**config.mk**
```make
export PLATFORM = sky130hd
export DESIGN_NAME = nnis_ctrl
export DESIGN_NICKNAME = d
export VERILOG_FILES = /design/src/rtl/core/nnis_pkg.sv /design/src/rtl/core/nnis_ctrl.sv
export SDC_FILE = /design/constraint.sdc
export NUM_CORES = 1
export LEC_CHECK = 0
export BUFFER_PORTS_ARGS = -buffer_cell sky130_fd_sc_hd__buf_2
export CORE_AREA = 2 2 39 41
export CTS_CLUSTER_DIAMETER = 120
export CTS_CLUSTER_SIZE = 28
export DETAILED_ROUTE_END_ITERATION = 8
export DIE_AREA = 0 0 41 43
export PLACE_DENSITY = 0.65
export SLEW_MARGIN = 30
export SYNTH_ARGS = -nofsm -noshare
export SYNTH_HDL_FRONTEND = slang
export SYNTH_SLANG_ARGS = --single-unit
```
**constraint.sdc**
```tcl
create_clock -name clk_i -period 1.3 [get_ports clk_i]
set_input_delay 0.325 -clock clk_i [delete_from_list [all_inputs] [get_ports clk_i]]
set_output_delay 0.325 -clock clk_i [all_outputs]
set_load 0.01 [all_outputs]
```
**src/rtl/core/nnis_pkg.sv**
```systemverilog
package nnis_pkg;

  localparam int MAX_DIM     = 1024;
  localparam int STORE_DEPTH = 65536;
  localparam int FRAC_BITS   = 16;

  localparam int DIM_W      = 11;
  localparam int COORD_W    = $clog2(MAX_DIM);
  localparam int STEP_W     = DIM_W + FRAC_BITS;
  localparam int PROD_W     = COORD_W + STEP_W;
  localparam int SRC_ADDR_W = COORD_W + DIM_W;
  localparam int IDX_W      = $clog2(STORE_DEPTH + 1);
  localparam int ADDR_W     = $clog2(STORE_DEPTH);
  localparam int PIX_W      = 32;
  localparam int CHAN_W     = 8;
  localparam int CFG_IDX_W  = 3;

  localparam logic ACT_LOAD = 1'b0;
  localparam logic ACT_EMIT = 1'b1;

  typedef enum logic [CFG_IDX_W-1:0] {
    CFG_SRC_W,
    CFG_SRC_H,
    CFG_DST_W,
    CFG_DST_H,
    CFG_ALPHA
  } cfg_idx_e;

  typedef enum logic [2:0] {
    S_IDLE,
    S_DIV_COL,
    S_DIV_ROW,
    S_MUL,
    S_ADDR,
    S_READ,
    S_OUT
  } state_e;

  typedef struct packed {
    logic load_we;
    logic emit_start;
    logic div_start;
    logic div_row;
    logic step_col_we;
    logic step_row_we;
    logic mul_en;
    logic addr_en;
    logic rd_en;
    logic out_load;
  } cmd_t;

  typedef struct packed {
    logic div_done;
    logic last;
    logic cfg_hit;
  } sts_t;

  function automatic logic [DIM_W-1:0] clamp_dim(input logic [DIM_W-1:0] v);
    logic [DIM_W-1:0] r;
    r = v;
    if (v == '0) begin
      r = DIM_W'(1);
    end else if (v > DIM_W'(MAX_DIM)) begin
      r = DIM_W'(MAX_DIM);
    end
    return r;
  endfunction

endpackage

```
**src/rtl/core/nnis_ctrl.sv**
```systemverilog
module nnis_ctrl (
  input  logic               clk_i,
  input  logic               rst_ni,
  input  logic               in_valid_i,
  input  logic               action_i,
  input  logic               out_ready_i,
  input  nnis_pkg::sts_t     sts_i,
  output logic               in_ready_o,
  output logic               out_valid_o,
  output nnis_pkg::cmd_t     cmd_o
);
  import nnis_pkg::*;

  state_e state_q, state_d;
  logic   steps_ready_q, steps_ready_d;
  logic   out_valid_q, out_valid_d;
  cmd_t   cmd;

  always_comb begin
    cmd        = '0;
    state_d    = state_q;
    in_ready_o = 1'b0;
    case (state_q)
      S_IDLE: begin
        in_ready_o = 1'b1;
        if (in_valid_i) begin
          if (action_i == ACT_LOAD) begin
            cmd.load_we = 1'b1;
          end else begin
            cmd.emit_start = 1'b1;
            if (steps_ready_q) begin
              state_d = S_MUL;
            end else begin
              cmd.div_start = 1'b1;
              state_d       = S_DIV_COL;
            end
          end
        end
      end
      S_DIV_COL: begin
        if (sts_i.div_done) begin
          cmd.step_col_we = 1'b1;
          cmd.div_start   = 1'b1;
          cmd.div_row     = 1'b1;
          state_d         = S_DIV_ROW;
        end
      end
      S_DIV_ROW: begin
        if (sts_i.div_done) begin
          cmd.step_row_we = 1'b1;
          state_d         = S_MUL;
        end
      end
      S_MUL: begin
        cmd.mul_en = 1'b1;
        state_d    = S_ADDR;
      end
      S_ADDR: begin
        cmd.addr_en = 1'b1;
        state_d     = S_READ;
      end
      S_READ: begin
        cmd.rd_en = 1'b1;
        state_d   = S_OUT;
      end
      S_OUT: begin
        if (!out_valid_q || out_ready_i) begin
          cmd.out_load = 1'b1;
          state_d      = S_IDLE;
        end
      end
      default: begin
        state_d = S_IDLE;
      end
    endcase

    steps_ready_d = steps_ready_q;
    if (sts_i.cfg_hit) begin
      steps_ready_d = 1'b0;
    end else if (cmd.step_row_we) begin
      steps_ready_d = 1'b1;
    end else if (cmd.out_load && sts_i.last) begin
      steps_ready_d = 1'b0;
    end

    out_valid_d = out_valid_q;
    if (cmd.out_load) begin
      out_valid_d = 1'b1;
    end else if (out_ready_i) begin
      out_valid_d = 1'b0;
    end
  end

  always_ff @(posedge clk_i or negedge rst_ni) begin
    if (!rst_ni) begin
      state_q       <= S_IDLE;
      steps_ready_q <= 1'b0;
      out_valid_q   <= 1'b0;
    end else begin
      state_q       <= state_d;
      steps_ready_q <= steps_ready_d;
      out_valid_q   <= out_valid_d;
    end
  end

  assign out_valid_o = out_valid_q;
  assign cmd_o       = cmd;

endmodule

```
---- Word-level counts from Yosys, hierarchy flattened ----
Cells that the tools add are included.
storage, ports and cells
  flip-flop bits (word level) ............. 5
  input port bits ......................... 8
  output and inout port bits .............. 12
  word-level logic and storage cells ...... 49
operators by class
  equality and inequality tests ........... 11
  multiplexer cells ....................... 28
  reductions and logical operators ........ 7
operators with widths
  cell                  count
  $mux W3               7
  $pmux W3 S7           1
  $mux W1               15
  $ne A2 B2 Y1 const B  5
  $eq A3 B3 Y1 const B  3
  $mux W2               4
  $eq A3 B2 Y1 const B  2
  $reduce_and A5 Y1     1
  $eq A3 B1 Y1 const B  1
  $logic_not A3 Y1      1
  $reduce_bool A3 Y1    1
  $pmux W1 S2           1
  $reduce_bool A2 Y1    1
  $logic_and A1 B1 Y1   1
  $logic_not A1 Y1      1
  $logic_or A1 B1 Y1    1

---- Depth between registers and ports, before layout ----
Gate-level depths: netlist (run 1).
  word-level depth ........................ 8
  mapped depth ............................ 4
  gate-level depth less buffers ........... 3

---- Worst setup path after synthesis (run 1) ----
OpenSTA, ideal clock, no wires.
  path kind ............................... reg-to-output
  from .................................... register state_q[0]
  to ...................................... output cmd_o[7] (netlist name)
  arrival time ............................ 1.200 ns
  data required time ...................... 0.975 ns
  slack ................................... -0.225 ns
  stages on the path, launching flop included .. 5
  path buffers ............................ 1
  cells stage by stage .................... dfrtp_1 buf_2 nor3_2 and3_1 a21o_1
RTL lines
  item                    RTL line          source
  from (decl)             nnis_ctrl.sv:14   state_e state_q, state_d;
  from (signal assigned)  nnis_ctrl.sv:100  state_q <= state_d;
  to (decl)               nnis_ctrl.sv:10   output nnis_pkg::cmd_t cmd_o

==> results of run 1 <==
==> synth_stat cells <==
library cell  count
nand2_1           4
and3b_1           1
nor3b_2           1
dfrtp_1           5
and2_1            1
o32a_1            1
and3_1            2
o32ai_1           1
nor3b_1           2
nor2b_1           1
a211oi_2          1
buf_4             3
nand2b_1          1
and2b_1           1
nor3_1            1
and4bb_1          1
inv_1             2
buf_2             1
nor2_1            2
a21oi_1           4
o21ai_0           1
buf_6             1
nor3_2            1
a21o_1            2
==> critical path, stage by stage (launching register included) <==
cell and delay (ns):
dfrtp_2 0.45, and2b_1 0.19, buf_4 0.13, buf_6 0.10
and2_4 0.15, buf_6 0.11
==> state kept, by name, indices dropped and copies added (netlist names) <==
register / count
state_q: 3
steps_ready_q: 1
out_valid_o: 1
==> layout make-up <==
type                            count  area, µm²
Sequential cell                     5      128.9
Clock buffer                        4      26.28
Multi-Input combinational cell     29      229.0
Inverter                            2      7.507
Fill cell                         137      701.9
Timing Repair Buffer               36      270.3
Tap cell                           16      20.02
==> cell usage in the layout (no fill, tap or decap), types with 2 or more instances in the layout <==
| cell | n |
|---|---|
| buf_2 | 16 |
| nand2_1 | 4 |
| a21o_1 | 2 |
| a21oi_1 | 4 |
| buf_6 | 10 |
| clkbuf_4 | 3 |
| dfrtp_2 | 3 |
| dfrtp_1 | 2 |
| inv_1 | 2 |
| buf_4 | 9 |
==> logic make-up (layout without fill, tap and decap cells) <==
kind of cell,Yosys count,in the layout,share of synthesized area
compound gates,10,10,0.1939
buf+inv,7,42,0.1258
flops,5,5,0.3401
simple gates,19,19,0.3401
==> what timing repair did <==
| action | in CTS | in global routing |
|---|---|---|
| setup buffers | 2 | 4 |
| resized for setup | 7 | 10 |
| endpoints found under the hold margin | 5 | 0 |
| setup endpoints to repair | 11 | 12 |
| hold buffers | 1 | 0 |
| pin swaps | 1 | 4 |
==> layer usage <==
layer | global-route usage | up-vias | wire, µm
li1 | - | 215 | -
met3 | 0.03141 | 0 | 55
met1 | 0.1447 | 201 | 390
met5 | 0 | - | 0
met4 | 0.08000 | 0 | 0
met2 | 0.2156 | 13 | 574
==> power by group <==
group / internal (µW) / switching [µW]
Sequential: 229 / 86.2
Clock: 116 / 60.5
Combinational: 603 / 395
Total: 948 / 542
==> worst paths after layout <==
kind                               startpoint  slack [ns]            end  depth (start not counted)
min in group asynchronous              rst_ni        0.43     state_q[1]                          2
worst max-delay path               state_q[0]       -0.40       cmd_o[3]                          5
max in group asynchronous              rst_ni        0.72     state_q[2]                          2
worst max register to register     state_q[2]       -0.10  steps_ready_q                          7
worst min-delay path                 sts_i[0]        0.24  steps_ready_q                          2
worst min register to register  steps_ready_q        0.58  steps_ready_q                          2
==> per-stage QoR <==
stage          utilization  hold slack (ns)  cell area [µm²]  worst slack, ns
2_1_floorplan            -          0.02941            391.6         -0.07724
3_3_place_gp        0.3879           0.1467            536.8         -0.09823
3_5_place_dp        0.3879           0.1486            536.8          -0.1342
4_1_cts             0.4421           0.2272            611.8          -0.3743
5_1_grt             0.4928           0.2297            681.9          -0.4606
6_report            0.4928           0.2448            681.9          -0.3982
==> impl_metrics.json, run 1 <==
{
  "ys_seq_area_frac": 0.3401,
  "overflow": 0,
  "min_path_type": "in -> reg",
  "power_density_nw_per_um2": 2185,
  "dr.pass1.iters": 4,
  "crit_type": "reg -> out",
  "crit_arrival_ns": 1.37,
  "hold_viol": 0,
  "dieArea_um2": 1763,
  "drive_above_1_share": 0.6316,
  "rsz0062_at_grt": "yes",
  "grt_pass1_vias": 401,
  "cts_max_level": 1,
  "skew_ns": 0.001667,
  "cts_tree": "done",
  "routed_wl_um": 1021,
  "dp.cells": 81,
  "rows": 14,
  "worst_slew_pin_slew_ns": 0.2272,
  "cp-end-kind": "output port",
  "diodes": 0,
  "place_hpwl_um": 762.1,
  "drv_cap": 0,
  "ir_worst_vdd_uv": 677.8,
  "finalSetupViolations": 12,
  "instances_no_fill": 92,
  "synth.top_cells.by_area": "dfrtp_1 (34%), buf_4 (6.1%), a21oi_1 (5.4%)",
  "drt_iter0_markers": 1,
  "violations": "negative setup slack",
  "clockRootBuffer": "clkbuf_4",
  "setup_tns_ns": -2.958,
  "grt_first_pass_wirelength_um": 1573,
  "syn-instance-count": 41,
  "nets": 85,
  "ys_warn_count": 0,
  "initial_core_util": 0.2658,
  "clkTransAtPathRegs_ns": 0.04,
  "die_x_um": 41,
  "drc": 0,
  "p_leak_uw": 0.0003675,
  "synth_top_area_cell": "dfrtp_1",
  "clock-sinks": 5,
  "path_max_fanout": 6,
  "antenna_found_initial": 0,
  "avgViaCountPerCell": 4.663,
  "clkLatencyLatePin_ns": 0.24,
  "cts_inserted_buffers": 3,
  "fin_crit_ns": 1.698,
  "setup_slack_ns": -0.3982,
  "power_uw": 1490,
  "port_buffers": 19,
  "syn_nets": 49,
  "drt-wirelength-per-cell_um": 11.10,
  "syn_area_um2": 367.9,
  "final_antenna_net_count": 0,
  "ys_ff_latch": 5,
  "cp.required_ns": 0.98,
  "slew_headroom": 0.8481,
  "finalCritPeriodShare": 1.306,
  "track_usage": 0.1325,
  "gp_congestion": 0.8313,
  "grt_max_degree": 9,
  "status": "complete, but fails checks",
  "max_freq_mhz": 588.8,
  "area_growth_pct": 85.37,
  "yosysTopAreaCellShare": 0.3401,
  "clk_path_buf_depth": 2,
  "dr_total_vias": 429,
  "synth.distinct_cells": 24,
  "fp.dieH_um": 43,
  "core_area_um2": 1384,
  "maxSlewViolCount": 0,
  "cp-start-kind": "flop",
  "pin_count": 20,
  "syn_area_per_cell_um2": 8.972
}
Note: power is estimated with default switching activity, not from simulation.
==> run 2: changes to the inputs <==
CORE_AREA = 4 4 41 43   (was 2 2 39 41)
DIE_AREA = 0 0 45 47   (was 0 0 41 43)
==> impl_metrics.json, run 2 (synthesized netlist as in run 1, its figures left out) <==
{
  "fin_crit_ns": 1.643,
  "final.fill_count": 132,
  "hold_ws_ns": 0.2388,
  "max_freq_mhz": 608.7,
  "ir_worst_vdd_uv": 981.8,
  "track_usage": 0.1058,
  "final_antenna_net_count": 0,
  "rsz0062_at_grt": "yes",
  "placed_cell_area_um2": 535.5,
  "cp-end-kind": "output port",
  "clkLatencyLatePin_ns": 0.24,
  "maxSlewViolCount": 0,
  "slew_headroom": 0.8512,
  "diodes": 0,
  "power_density_nw_per_um2": 2228,
  "top_usage_layer": "met2",
  "dr_total_vias": 400,
  "finalSetupViolations": 12,
  "min_path_type": "in -> reg",
  "final_common_cell": "buf_2",
  "largest-register": "state_q",
  "grt_first_pass_wirelength_um": 1600,
  "p_leak_uw": 0.0003514,
  "routed_wl_um": 1042,
  "dp.cells": 80,
  "clk_path_buf_depth": 2,
  "die_x_um": 45,
  "fin_area_um2": 650.6,
  "violations": "negative setup slack",
  "instances_no_fill": 88,
  "clock-sinks": 5,
  "avgViaCountPerCell": 4.545,
  "drt_iter0_markers": 1,
  "crit_arrival_ns": 1.32,
  "drv_cap": 0,
  "core_area_um2": 1301,
  "grt_pass1_vias": 400,
  "gp_congestion": 0.7646,
  "largest_register_ffs": 3,
  "cts_tree": "done",
  "port_buffers": 19,
  "area_growth_pct": 76.87,
  "clkTransAtPathRegs_ns": 0.04,
  "clockRootBuffer": "clkbuf_4",
  "setup_slack_ns": -0.3429,
  "dr.pass1.iters": 3,
  "place_hpwl_um": 788.9,
  "cp-start-kind": "flop",
  "antenna_found_initial": 0,
  "drc": 0,
  "drive_above_1_share": 0.6164,
  "path_max_fanout": 4,
  "skew_ns": 0.002543,
  "hold_viol": 0,
  "fp.dieH_um": 47,
  "status": "complete, but fails checks",
  "initial_core_util": 0.2827,
  "cts_max_level": 1,
  "cts_inserted_buffers": 3,
  "finalCritPeriodShare": 1.264,
  "worst_slew_pin_slew_ns": 0.2225,
  "met2_usage": 0.1751,
  "grtUsageMet1": 0.1137,
  "overflow": 0,
  "cp.required_ns": 0.98,
  "drt-wirelength-per-cell_um": 11.84,
  "final_cell_mix": "buf_2 (16), buf_4 (9), buf_6 (7), nand2_1 (4), a21oi_1 (4)",
  "pin_count": 20,
  "rows": 13,
  "dieArea_um2": 2115,
  "crit_type": "reg -> out",
  "use_met3": 0.02682,
  "nets": 82,
  "grt_max_degree": 9
}
run 2: cell count changes in the layout (fill, tap and decap cells not counted), sizes merged:
| cell | before | now |
|---|---|---|
| buf | 35 | 32 |
run 2: where the power goes:
| group | total [µW] | internal, µW | leakage (µW) | switching, µW |
|---|---|---|---|---|
| logic | 971 | 568 | 0.000275 | 403 |
| registers | 301 | 227 | 0.0000619 | 74.3 |
| clock network | 177 | 116 | 0.0000150 | 61.4 |
run 2: what timing repair did:
action / 4_1_cts / 5_1_grt
hold buffers: 1 / 0
resized for setup: 6 / 8
endpoints found under the setup margin: 11 / 11
setup buffers: 1 / 2
endpoints found under the hold margin: 5 / 0
pin swaps: 4 / 2
run 2: layout make-up:
cell class	instances	area, µm²	share of cell area
well taps	15	18.77	0.02885
inverters	2	7.507	0.01154
repair buffers	33	236.5	0.3635
multi-input cells	29	234.0	0.3596
clock buffers	4	26.28	0.04038
flip-flops and latches	5	127.6	0.1962
run 2: path summary, 6_finish.rpt:
kind,from,endpoint,slack [ns],depth (start not counted)
max reg2reg,state_q[0],steps_ready_q,-0.03,5
min in group asynchronous,rst_ni,state_q[0],0.43,2
min,sts_i[0],steps_ready_q,0.24,2
max,state_q[2],cmd_o[7],-0.34,4
max in group asynchronous,rst_ni,state_q[2],0.73,2
min reg2reg,steps_ready_q,steps_ready_q,0.60,2
run 2: per-stage QoR:
stage | utilization | worst slack (ns) | total power [µW] | setup TNS [ns]
final | 0.5000 | -0.3429 | 1449 | -2.691
after global routing | 0.5000 | -0.4410 | 1555 | -3.562
after CTS | 0.4673 | -0.3483 | 1337 | -2.911
after detailed placement | 0.4115 | -0.1060 | 1056 | -0.3637
after global placement | 0.4115 | -0.06527 | 1041 | -0.1663
after floorplan | - | -0.07724 | 774.9 | -0.1417
run 2: critical path, stage by stage, from the launching register on:
cell,delay (ns)
dfrtp_2,0.43
and2b_1,0.22
nor3b_4,0.20
a21o_1,0.11
buf_2,0.12
run 2: per-layer routing:
layer,vias up,share of wire,wire length (µm)
met4,0,0.0077,8
li1,206,-,-
met5,-,0,0
met3,2,0.063,66
met1,180,0.45,472
met2,12,0.47,494
